**config.mk**
```make
export PLATFORM = sky130hd
export DESIGN_NAME = wspc_mul
export DESIGN_NICKNAME = d
export VERILOG_FILES = /design/src/sv/wspc_mul.sv
export SDC_FILE = /design/constraint.sdc
export NUM_CORES = 2
export LEC_CHECK = 0
export ABC_AREA = 1
export BUFFER_PORTS_ARGS = -buffer_cell sky130_fd_sc_hd__buf_2
export CAP_MARGIN = 10
export CORE_MARGIN = 5
export CORE_UTILIZATION = 55
export CTS_BUF_LIST = sky130_fd_sc_hd__clkbuf_4
export CTS_CLUSTER_SIZE = 8
export DETAILED_ROUTE_END_ITERATION = 8
export PLACE_DENSITY = 0.69
export SLEW_MARGIN = 5
export SYNTH_ARGS = -nofsm -noshare
export SYNTH_HDL_FRONTEND = slang
export SYNTH_SLANG_ARGS = --single-unit
```
**constraint.sdc**
```tcl
create_clock -name clk_i -period 13.8 [get_ports clk_i]
set_input_delay 4.14 -clock clk_i [delete_from_list [all_inputs] [get_ports clk_i]]
set_output_delay 4.14 -clock clk_i [all_outputs]
set_load 0.05 [all_outputs]
```
**src/sv/wspc_mul.sv**
```systemverilog
`default_nettype none
// Registered 33 by 33 signed multiplier shared by every product of a tick.
module wspc_mul (
  input  wire logic               clk_i,
  input  wire logic signed [32:0] a_i,
  input  wire logic signed [32:0] b_i,
  output logic signed [65:0]      p_o
);
  always_ff @(posedge clk_i) begin
    p_o <= a_i * b_i;
  end
endmodule
`default_nettype wire

```
# After elaboration in Yosys (flattened, before gate mapping)
# Index checks and enable logic that the tools add are counted.
[classes]
mul = 1
[ops]
columns = ["operator", "count"]
rows = [
  ["multiplier 33 x 33 -> 66 bit", 1],
]
[word_totals]
wordCells = 2
reg_bits = 66
out_inout_bits = 66

# Logic depth before layout (Yosys ltp)
[logic_depth]
word_depth = 1
ltp_mapped = 34
mapped_depth_nobuf = 32

# Least setup slack after synthesis
# Ideal clock, no wire load.
[synth_path]
kind = "input to register"
from = "input a_i[32]"
to = "register p_o[60]"
path_buffers = 2
required_time_ns = 13.687
cell_stages = 23
setup_time_ns = 0.113
arrival_ns = 10.783
slack_ns = 2.904
path_cell_list = "clkbuf_1 > clkbuf_1 > nand2_1 > inv_1 > fa_1 > fa_1 > fa_1 > fa_1 > inv_1 > fa_1 > fa_1 > fa_1 > fa_1 > inv_1 > ha_1 > nand2_1 > nor2_1 > inv_1 > nor3_1 > nand2_1 > and2_0 > nand4_1 > nand2_1"
[synth_via]
elab_chain_len = 1
[synth_lines]
columns = ["element", "line_no", "source"]
rows = [
  ["from (decl)", "5", "input wire logic signed [32:0] a_i,"],
  ["multiplier 33 x 33 -> 66 bit", "10", "p_o <= a_i * b_i;"],
  ["to (signal assigned)", "10", ""],
  ["to (decl)", "7", "output logic signed [65:0] p_o"],
]
# Every way passes these cells.

# Worst setup path after layout
# Ends and elaborated chain as after synthesis.

==> impl_metrics.csv <==
group,metric,value,unit
outcome,status,"complete, no violations",
floorplan,dieArea,84200,um2
logic_synthesis,async_reset_ff_frac,0,
cells_and_area,syn_to_final_growth,2.81,%
timing,hold_violations,0,
clock_tree,cts_tree,"built",
placed_design,gp_congestion,0.968,
placed_design,port_buffers,132,
clock_tree,cts.sinks,66,
cells_and_area,regMostFlops,"p_o",
min_path,min_from,"b_i[0]",
logic_synthesis,ys_warn_count,0,
logic_synthesis,yosysTopAreaCell,"fa_1",
logic_synthesis,yosysUniqueCellTypes,35,
floorplan,rows,102,
logic_synthesis,synth_edf_count,0,
global_route,grt_max_degree,35,
timing,period_needed,11.40,ns
floorplan,io_pins,133,
floorplan,coreArea,77600,um2
setup_path,setup.worst_path.end_class,"flop",
logic_synthesis,synth_area,43200,um2
timing,fmax,0.0877,GHz
cells_and_area,post_route_cells_drive_above_1_share,0.0403,
clock_tree,clock_path_buffers,2,
cells_and_area,multi_input_area,33800,um2
placed_design,post-place-ws,1.93,ns
timing,worstMarginPinSlew,1.10,ns
cells_and_area,fillers,7360,
logic_synthesis,syn_nets,6972,
logic_synthesis,synth_top_area_share,0.531,
timing,fin_crit_sh,0.826,
global_route,grt_antenna_before_repair,11,
clock_tree,cts.repair.resized,0,
global_route,grt_pass1_wl,192,mm
logic_synthesis,synthCells,5543,
clock_tree,clock-root-buffer,"clkbuf_4",
cells_and_area,regArea,1320,um2
setup_path,cpLargestDelayFamily,"adder cells",
setup_path,cp_data_required_time,14.18,ns
timing,finalMaxSlewViolations,0,
clock_tree,htree_levels,3,
clock_tree,cts.clk_slew.worst_paths,0.16,ns
timing,hold_ws,4.21,ns
setup_path,critPathLaunchType,"primary input",
route,avgViaCountPerCell,5.02,
setup_path,startpoint,"a_i[32]",
cells_and_area,largest_reg_flops,66,
min_path,hold_path.class,"in -> reg",
setup_path,crit_top_cell,"fa_1",
setup_path,arrival,11.79,ns
logic_synthesis,synth_area_leaders,"fa_1 (53%), inv_1 (16%), nand2_1 (13%), ha_1 (6.3%), dfxtp_1 (3.1%)",
placed_design,hpwl,96.7,mm
global_route,overflow,0,
floorplan,initial_core_util,0.556,
logic_synthesis,syn_area_per_cell,7.79,um2
route,post_drt_wl_per_cell,17.6,um
setup_path,critPathSlowestCell,"fa_1",
timing,setup_ws,2.40,ns
job,maxCapViolCount,0,
cells_and_area,largest_registers,"p_o: 66 flops",
route,antenna_left,0,
setup_path,worstPathMaxFanout,33,
logic_synthesis,synthFlopType,"dfxtp_1",
clock_tree,post-cts-setup-buffers,0,
route,first_pass_iters,5,
timing,relSlewSlack,0.266,
route,drtIter0Drc,2167,
route,wl,114,mm
timing,setup_viol,0,
floorplan,die_h,290,um
setup_path,path_cells,"buf_2, nand2_1, inv_1, fa_1, fa_1, fa_1, fa_1, inv_1, fa_1, fa_1, fa_1, fa_1, inv_1, ha_1, nand2_1, nor2_1, inv_1, nor3_1, nand2_1, and2_0, nand4_1, nand2_1",
logic_synthesis,yosysSeqAreaShare,0.0306,
route,vias,32600,
logic_synthesis,synth.ff_latch_count,66,
global_route,grt_pass1_vias,36300,
clock_tree,ctsHoldBuffers,0,
timing,rsz0062_at_grt,"no",
clock_tree,cts_buffers,9,
timing,setup-tns-final,0,ns
route,drc,0,
floorplan,fp.dieW,290,um
setup_path,crit_type,"in -> reg",
setup_path,worst-path-buf-inv,5,
cells_and_area,fin_nets,6862,
setup_path,cp_slowest_stage_delay,1.04,ns
global_route,grtUsageTotal,0.283,
-- worst min-delay path: stages --
cell and delay, ns:
buf_2 0.31, nand2_1 0.14, inv_1 0.04
-- worst paths after layout --
| path | slack, ns | cells after the start | end |
|---|---|---|---|
| hold / removal | 4.21 | 3 | p_o[0]$_DFF_P_ |
| setup / recovery | 2.40 | 22 | p_o[60]$_DFF_P_ |
-- final cells by class --
class	instances	share of cell area
Inverter	1895	0.160
Clock buffer	9	0.00152
Sequential cell	66	0.0298
Tap cell	1040	0.0293
Antenna cell	7	0.000395
Multi-Input combinational cell	3319	0.760
Timing Repair Buffer	142	0.0166
Clock inverter	7	0.00175
-- layer usage --
| metal | wire length [um] | GRT usage |
|---|---|---|
| met1 | 44700 | 0.363 |
| met2 | 58000 | 0.505 |
| met3 | 7440 | 0.0352 |
| met4 | 4040 | 0.0865 |
| met5 | 48 | 0 |
-- through the flow --
stage / instances / cell area (um2) / util
6_report: 6485 / 44400 / 0.572
5_1_grt: 6481 / 44400 / 0.572
4_1_cts: 6478 / 44400 / 0.572
3_5_place_dp: 6462 / 44200 / 0.570
3_3_place_gp: 6462 / 44200 / 0.570
2_1_floorplan: 5543 / 43200 / -
-- synth_stat cells, types with 3 or more instances --
master	number
or2_2	5
nor2_2	20
nor4_1	4
a21oi_2	4
o21bai_1	14
xor2_1	37
nor2_1	131
dfxtp_1	66
nor3_1	7
o21ai_1	3
fa_1	1145
nand2_2	17
clkbuf_1	262
o21ai_0	19
inv_1	1894
nand3b_1	3
nand3_1	70
a21oi_1	61
nand2_1	1517
nand3_2	8
ha_1	217
xnor2_1	4
nor2_4	3
nand4_1	19
-- cells in the final DEF, fill, tap and decap left out, drive strengths merged, types with 2 or more instances in the layout --
cell type / instances
inv: 1896
nand2: 1534
fa: 1145
ha: 217
nor2: 154
buf: 142
nand3: 78
dfxtp: 66
a21oi: 65
xor2: 37
o21ai: 23
nand4: 19
o21bai: 14
clkbuf: 9
nor3: 8
diode: 7
or2: 6
nor4: 5
xnor2: 4
clkinv: 4
nand3b: 3
and2: 3
a21o: 2
-- cells by family after synthesis --
group | after synthesis | share of synthesized area
buffers and inverters | 2158 | 0.188
AND/OR/NAND/NOR | 1810 | 0.166
adder cells (fa/ha/maj) | 1362 | 0.594
AO/OA/AOI/OAI | 106 | 0.0138
flip-flops | 66 | 0.0306
XOR/XNOR | 41 | 0.00832
Power is left out: the tool's default activity adds up to more than one toggle a clock period on the data nets, which glitch-free logic cannot reach.
