<file path="src/sv/wspc_pkg.sv">
`default_nettype none
package wspc_pkg;

  localparam int WheelCount = 4;
  localparam int WheelIdxW = 2;
  localparam int FracBits = 16;

  localparam logic [1:0] CmdRun = 2'd0;
  localparam logic [1:0] CmdClear = 2'd1;
  localparam logic [1:0] CmdHold = 2'd2;
  localparam logic [1:0] CmdHoldAlt = 2'd3;

  localparam logic [1:0] SignZero = 2'd0;
  localparam logic [1:0] SignPos = 2'd1;
  localparam logic [1:0] SignNeg = 2'd2;

  localparam logic [2:0] RegVelScale = 3'd0;
  localparam logic [2:0] RegVelAlpha = 3'd1;
  localparam logic [2:0] RegGainP = 3'd2;
  localparam logic [2:0] RegGainI = 3'd3;
  localparam logic [2:0] RegGainD = 3'd4;
  localparam logic [2:0] RegTickPeriod = 3'd5;
  localparam logic [2:0] RegIntLimit = 3'd6;

  typedef struct packed {
    logic [1:0] command;
    logic [1:0] wheel;
    logic signed [31:0] encoder_count;
    logic signed [31:0] speed_target;
  } in_item_t;

  typedef struct packed {
    logic [1:0] wheel_out;
    logic signed [31:0] drive_level;
    logic signed [31:0] speed_estimate;
    logic signed [31:0] raw_speed;
  } out_item_t;

  typedef struct packed {
    logic [30:0] vel_scale;
    logic [16:0] vel_alpha;
    logic signed [31:0] gain_p;
    logic signed [31:0] gain_i;
    logic signed [31:0] gain_d;
    logic [16:0] tick_period;
    logic [30:0] int_limit;
  } cfg_t;

  function automatic logic signed [31:0] sat32(input logic signed [65:0] v);
    if (v > 66'sd2147483647) begin
      return 32'sh7fffffff;
    end else if (v < -66'sd2147483648) begin
      return 32'sh80000000;
    end else begin
      return v[31:0];
    end
  endfunction

endpackage
`default_nettype wire

</file>
<file path="src/sv/wspc_cfg.sv">
`default_nettype none
module wspc_cfg (
  input  wire logic       clk_i,
  input  wire logic       rst_ni,
  input  wire logic       wr_i,
  input  wire logic [2:0] idx_i,
  input  wire logic [31:0] data_i,
  output wspc_pkg::cfg_t  cfg_o
);
  wspc_pkg::cfg_t cfg_q;

  always_ff @(posedge clk_i or negedge rst_ni) begin
    if (!rst_ni) begin
      cfg_q.vel_scale <= 31'd58826;
      cfg_q.vel_alpha <= 17'd9948;
      cfg_q.gain_p <= 32'sd19660800;
      cfg_q.gain_i <= 32'sd65536000;
      cfg_q.gain_d <= 32'sd0;
      cfg_q.tick_period <= 17'd328;
      cfg_q.int_limit <= 31'd214695936;
    end else if (wr_i) begin
      case (idx_i)
        wspc_pkg::RegVelScale: cfg_q.vel_scale <= data_i[30:0];
        wspc_pkg::RegVelAlpha: cfg_q.vel_alpha <= data_i[16:0];
        wspc_pkg::RegGainP: cfg_q.gain_p <= data_i;
        wspc_pkg::RegGainI: cfg_q.gain_i <= data_i;
        wspc_pkg::RegGainD: cfg_q.gain_d <= data_i;
        wspc_pkg::RegTickPeriod: cfg_q.tick_period <= data_i[16:0];
        wspc_pkg::RegIntLimit: cfg_q.int_limit <= data_i[30:0];
        default: ;
      endcase
    end
  end

  assign cfg_o = cfg_q;
endmodule
`default_nettype wire

</file>
<file path="config.mk">
export PLATFORM = sky130hd
export DESIGN_NAME = wspc_cfg
export DESIGN_NICKNAME = d
export VERILOG_FILES = /design/src/sv/wspc_pkg.sv /design/src/sv/wspc_cfg.sv
export SDC_FILE = /design/constraint.sdc
export NUM_CORES = 1
export LEC_CHECK = 0
export BUFFER_PORTS_ARGS = -buffer_cell sky130_fd_sc_hd__buf_2
export CAP_MARGIN = 40
export CORE_ASPECT_RATIO = 0.6
export CORE_MARGIN = 4
export CORE_UTILIZATION = 45
export CTS_CLUSTER_SIZE = 16
export DETAILED_ROUTE_END_ITERATION = 7
export PLACE_DENSITY_LB_ADDON = 0.2
export SLEW_MARGIN = 20
export SYNTH_ARGS = -nofsm -noshare
export SYNTH_HDL_FRONTEND = slang
export SYNTH_SLANG_ARGS = --single-unit
</file>
<file path="constraint.sdc">
create_clock -name clk_i -period 0.8 [get_ports clk_i]
set_input_delay 0.2 -clock clk_i [delete_from_list [all_inputs] [get_ports clk_i]]
set_output_delay 0.2 -clock clk_i [all_outputs]
set_load 0.01 [all_outputs]
</file>
Word-level counts from Yosys, hierarchy flattened
Index checks and enable logic that the tools add are counted.
- equality and inequality tests: 6
- reductions and logical operators: 8
- operators by type and width (operator ; number):
    $reduce_and 2->1 ; 7
    $eq 3x3->1 const B ; 3
    $eq 3x2->1 const B ; 2
    $eq 3x1->1 const B ; 1
    $logic_not 3->1 ; 1
- register bits: 192
- input bits: 38
- output and inout bits: 192
- logic and storage cells: 21

Longest topological paths before layout
- depth in word-level cells: 2
- gate-level depth with buffers: 4
- gate-level depth less buffers: 2

Least setup slack after synthesis
OpenSTA, ideal clock, no wires.
- kind: input port to flip-flop
- start point: in idx_i[0]
- end point: reg cfg_q (netlist bit cfg_o[178])
- library setup time: 0.125 ns
- data arrival time: 1.136 ns
- required time: 0.675 ns
- setup slack: -0.461 ns
- cell stages on the path: 3
- path buffers: 1
- cells stage by stage: nor4b_2 > buf_4 > mux2_2
- cells in the longest elaborated chain, start to end: 2
- RTL lines (what ; RTL line ; RTL):
    from (decl) ; wspc_cfg.sv:6 ; input wire logic [2:0] idx_i,
    $logic_not 3->1 ; wspc_cfg.sv:22 ; case (idx_i)
    $reduce_and 2->1 (no source line) ; - ;
    to (decl) ; wspc_cfg.sv:10 ; wspc_pkg::cfg_t cfg_q;
No other way between the ends.
A chain may end at the register's enable or synchronous reset.

Worst setup path after layout
- start point: reg cfg_q (netlist bit cfg_o[34])
- end point: out cfg_o[34] (netlist bit)
- RTL lines (what ; RTL line ; RTL):
    to (decl) ; wspc_cfg.sv:8 ; output wspc_pkg::cfg_t cfg_o
No word-level cell between the ends.

==> impl_metrics.py <==
metrics = {
    "status": {
        "status": "finished with violations",
        "violations": "setup timing",
    },
    "synth": {
        "netlist_area_um2": 7240,
        "synth.distinct_cells": 12,
        "avgSynthCellArea_um2": 17.6,
        "syn-num-nets": 449,
        "synth_common_cells": "181 x mux2_2, 156 x dfrtp_1, 36 x dfstp_2",
        "ys_warn_count": 0,
        "ys_top_cells_by_area": "dfrtp_1 54%, mux2_2 28%, dfstp_2 13%",
        "netlist.area_leader.share": 0.539,
        "synth_edf_count": 0,
        "ys_seq_area_frac": 0.670,
        "yosysTopAreaCell": "dfrtp_1",
        "yosysMostFrequentCell": "mux2_2",
        "ys.flop_type": "dfrtp_1",
        "synth-seq-cells": 192,
        "syn_inst": 411,
        "async_reset_ff_frac": 1.00,
    },
    "cells_and_area": {
        "finish.net_count": 799,
        "final_core_util": 0.753,
        "multi_input_area_um2": 2860,
        "finalNonFillerCells": 976,
        "areaGrowthSynthToFinish_pct": 61.6,
        "fill_cells": 968,
        "diodes": 0,
        "drive_gt1_frac": 0.793,
        "largest_reg_flops": 192,
        "regArea_um2": 4850,
    },
    "place": {
        "routabilityCongestion": 0.797,
        "dpl_worst_slack_ns": -0.738,
        "dpl.hpwl_mm": 13.1,
        "placed_cells": 843,
        "io_buffers": 229,
    },
    "floorplan": {
        "initial_core_util": 0.466,
        "die_w_um": 172,
        "core_area_um2": 15500,
        "dieArea_um2": 18300,
        "ios": 230,
        "die_h_um": 106,
        "rows": 35,
    },
    "global_routing": {
        "overflow": 0,
        "grt_util_all_layers": 0.252,
        "grt_pass1_vias": 5414,
        "antenna_found_initial": 1,
        "grt_pass1_wl_mm": 34.1,
        "grt_max_degree": 63,
    },
    "power_and_ir_drop": {
        "sequentialPowerShare": 0.433,
        "swShare": 0.286,
        "peakVddDrop_uv": 1430,
        "combPwrFrac": 0.315,
        "p_leak_nw": 5.79,
        "p_total_w": 0.0315,
        "switchingPower_w": 0.00900,
        "p_int_w": 0.0225,
        "powerDensity_nw_per_um2": 2690,
        "pwr-share-clk": 0.251,
    },
    "timing": {
        "report.final.slew_viol_count": 0,
        "tightest_slew_ns": 0.340,
        "skew_ns": 0,
        "final-hold-violation-count": 0,
        "max_freq_ghz": 0.773,
        "finalSetupViolCount": 384,
        "timing.hold.ws_ns": 0.0551,
        "slew_headroom": 0.773,
        "fin_crit_sh": 1.62,
        "rsz0062_at_grt": "true",
        "min_period_ns": 1.29,
        "setup_slack_ns": -0.494,
    },
    "clocking": {
        "cts_tree": "yes",
        "root_buffer": "clkbuf_16",
        "clock_latency_ns": 0.42,
        "cts_num_sinks": 192,
        "clk_pin_slew_ns": 0.07,
        "htree_levels": 4,
        "numCtsBuffers": 17,
        "clockBufferDepth": 2,
    },
    "critical_path": {
        "cp_num_buf_inv": 1,
        "cpPeakStageDelay_ns": 0.56,
        "critPathTopFamily": "flip-flops",
        "worstPathCellList": "buf_6",
        "rr_startpoint": "cfg_o[57]",
        "start_kind": "flop",
        "critPathCaptureType": "output pin",
        "arrival_ns": 1.09,
        "worstPathRequired_ns": 0.60,
        "r2r_cells": 3,
        "path_class": "reg2out",
        "critPathMaxFanout": 2,
        "slowest_stage": "dfstp_2",
        "rr_endpoint": "cfg_o[57]",
        "r2r_setup_slack_ns": -0.21,
    },
    "detailed_routing": {
        "via_count": 5076,
        "ant_nets": 0,
        "viasPerCell": 5.20,
        "drt_iter0_drc": 267,
        "wl_per_cell_um": 24.3,
        "wirelength_mm": 23.7,
        "drt_pass1_iterations": 4,
        "drcViolationCount": 0,
    },
    "hold_path": {
        "hp-start": "data_i[31]",
        "whs_endpoint": "cfg_o[143]",
        "hold_depth": 2,
        "hp-class": "in2reg",
    },
    "flow_run": {
        "cap_violations": 0,
    },
}
## power groups by stage
| stage | sequential (W) | clock (W) | combinational (W) |
|---|---|---|---|
| after floorplan | 0.0144 | 0 | 0.00210 |
| after detailed placement | 0.0135 | 0 | 0.00651 |
| after CTS | 0.0135 | 0.00807 | 0.00873 |
| after global placement | 0.0134 | 0 | 0.00637 |
| after global routing | 0.0139 | 0.00854 | 0.0105 |
| final | 0.0136 | 0.00791 | 0.00994 |
## placed cells by master, fill, tap and decap left out
cell type,n
mux2_2,44
nand4b_1,2
buf_2,143
clkbuf_16,20
nor4b_4,1
clkbuf_8,1
buf_12,24
nor4bb_4,3
inv_6,2
clkinv_4,2
buf_16,9
buf_4,71
mux2_4,148
buf_8,2
dfstp_2,36
buf_6,98
clkbuf_1,1
dfrtp_1,156
clkinvlp_4,6
nand4b_4,1
inv_8,2
dlygate4sd3_1,1
## repair_timing
item / 4_1_cts / 5_1_grt
endpoints found under the hold margin: 161 / 0
endpoints found under the setup margin: 381 / 384
pin swaps: 3 / 4
buffers inserted: 45 / 42
gates resized for setup: 213 / 80
hold buffers: 1 / 0
gates cloned: 16 / 2
## cell families after synthesis
group,after synthesis,synth area share
buf+inv,20,0.0209
flops,192,0.670
mux,192,0.299
simple gates,7,0.0107
## layer usage
layer | vias up | global-route usage | wire [µm]
met4 | 2 | 0.0695 | 459
met1 | 2649 | 0.344 | 10700
met3 | 40 | 0.0873 | 1810
li1 | 2173 | - | -
met2 | 212 | 0.385 | 10800
met5 | - | 0 | 8
## per-stage QoR
stage / setup TNS (ns) / cell area (µm²)
2_1_floorplan: -62.74 / 7350
3_3_place_gp: -119.16 / 8900
3_5_place_dp: -124.79 / 8900
4_1_cts: -106.20 / 11100
5_1_grt: -125.95 / 11700
6_report: -116.98 / 11700
## how the worst max path moves through the flow
stage / startpoint / end / slack, ns / cells past startpoint
global placement: idx_i[0] / cfg_o[118] / -0.70 / 4
floorplan: idx_i[0] / cfg_o[113] / -0.43 / 4
global route: cfg_o[34] / cfg_o[34] / -0.53 / 1
finish: cfg_o[34] / cfg_o[34] / -0.49 / 1
CTS: cfg_o[175] / cfg_o[175] / -0.51 / 1
detailed placement: idx_i[0] / cfg_o[68] / -0.74 / 4
## cell type report
cell class                 instances  share of cell area
sequential                       192               0.414
timing repair buffer             351               0.273
multi-input combinational        199               0.244
clock buffer                      19              0.0378
tap                              203              0.0217
clock inverter                    12             0.00877
(Power assumes the default switching activity.)
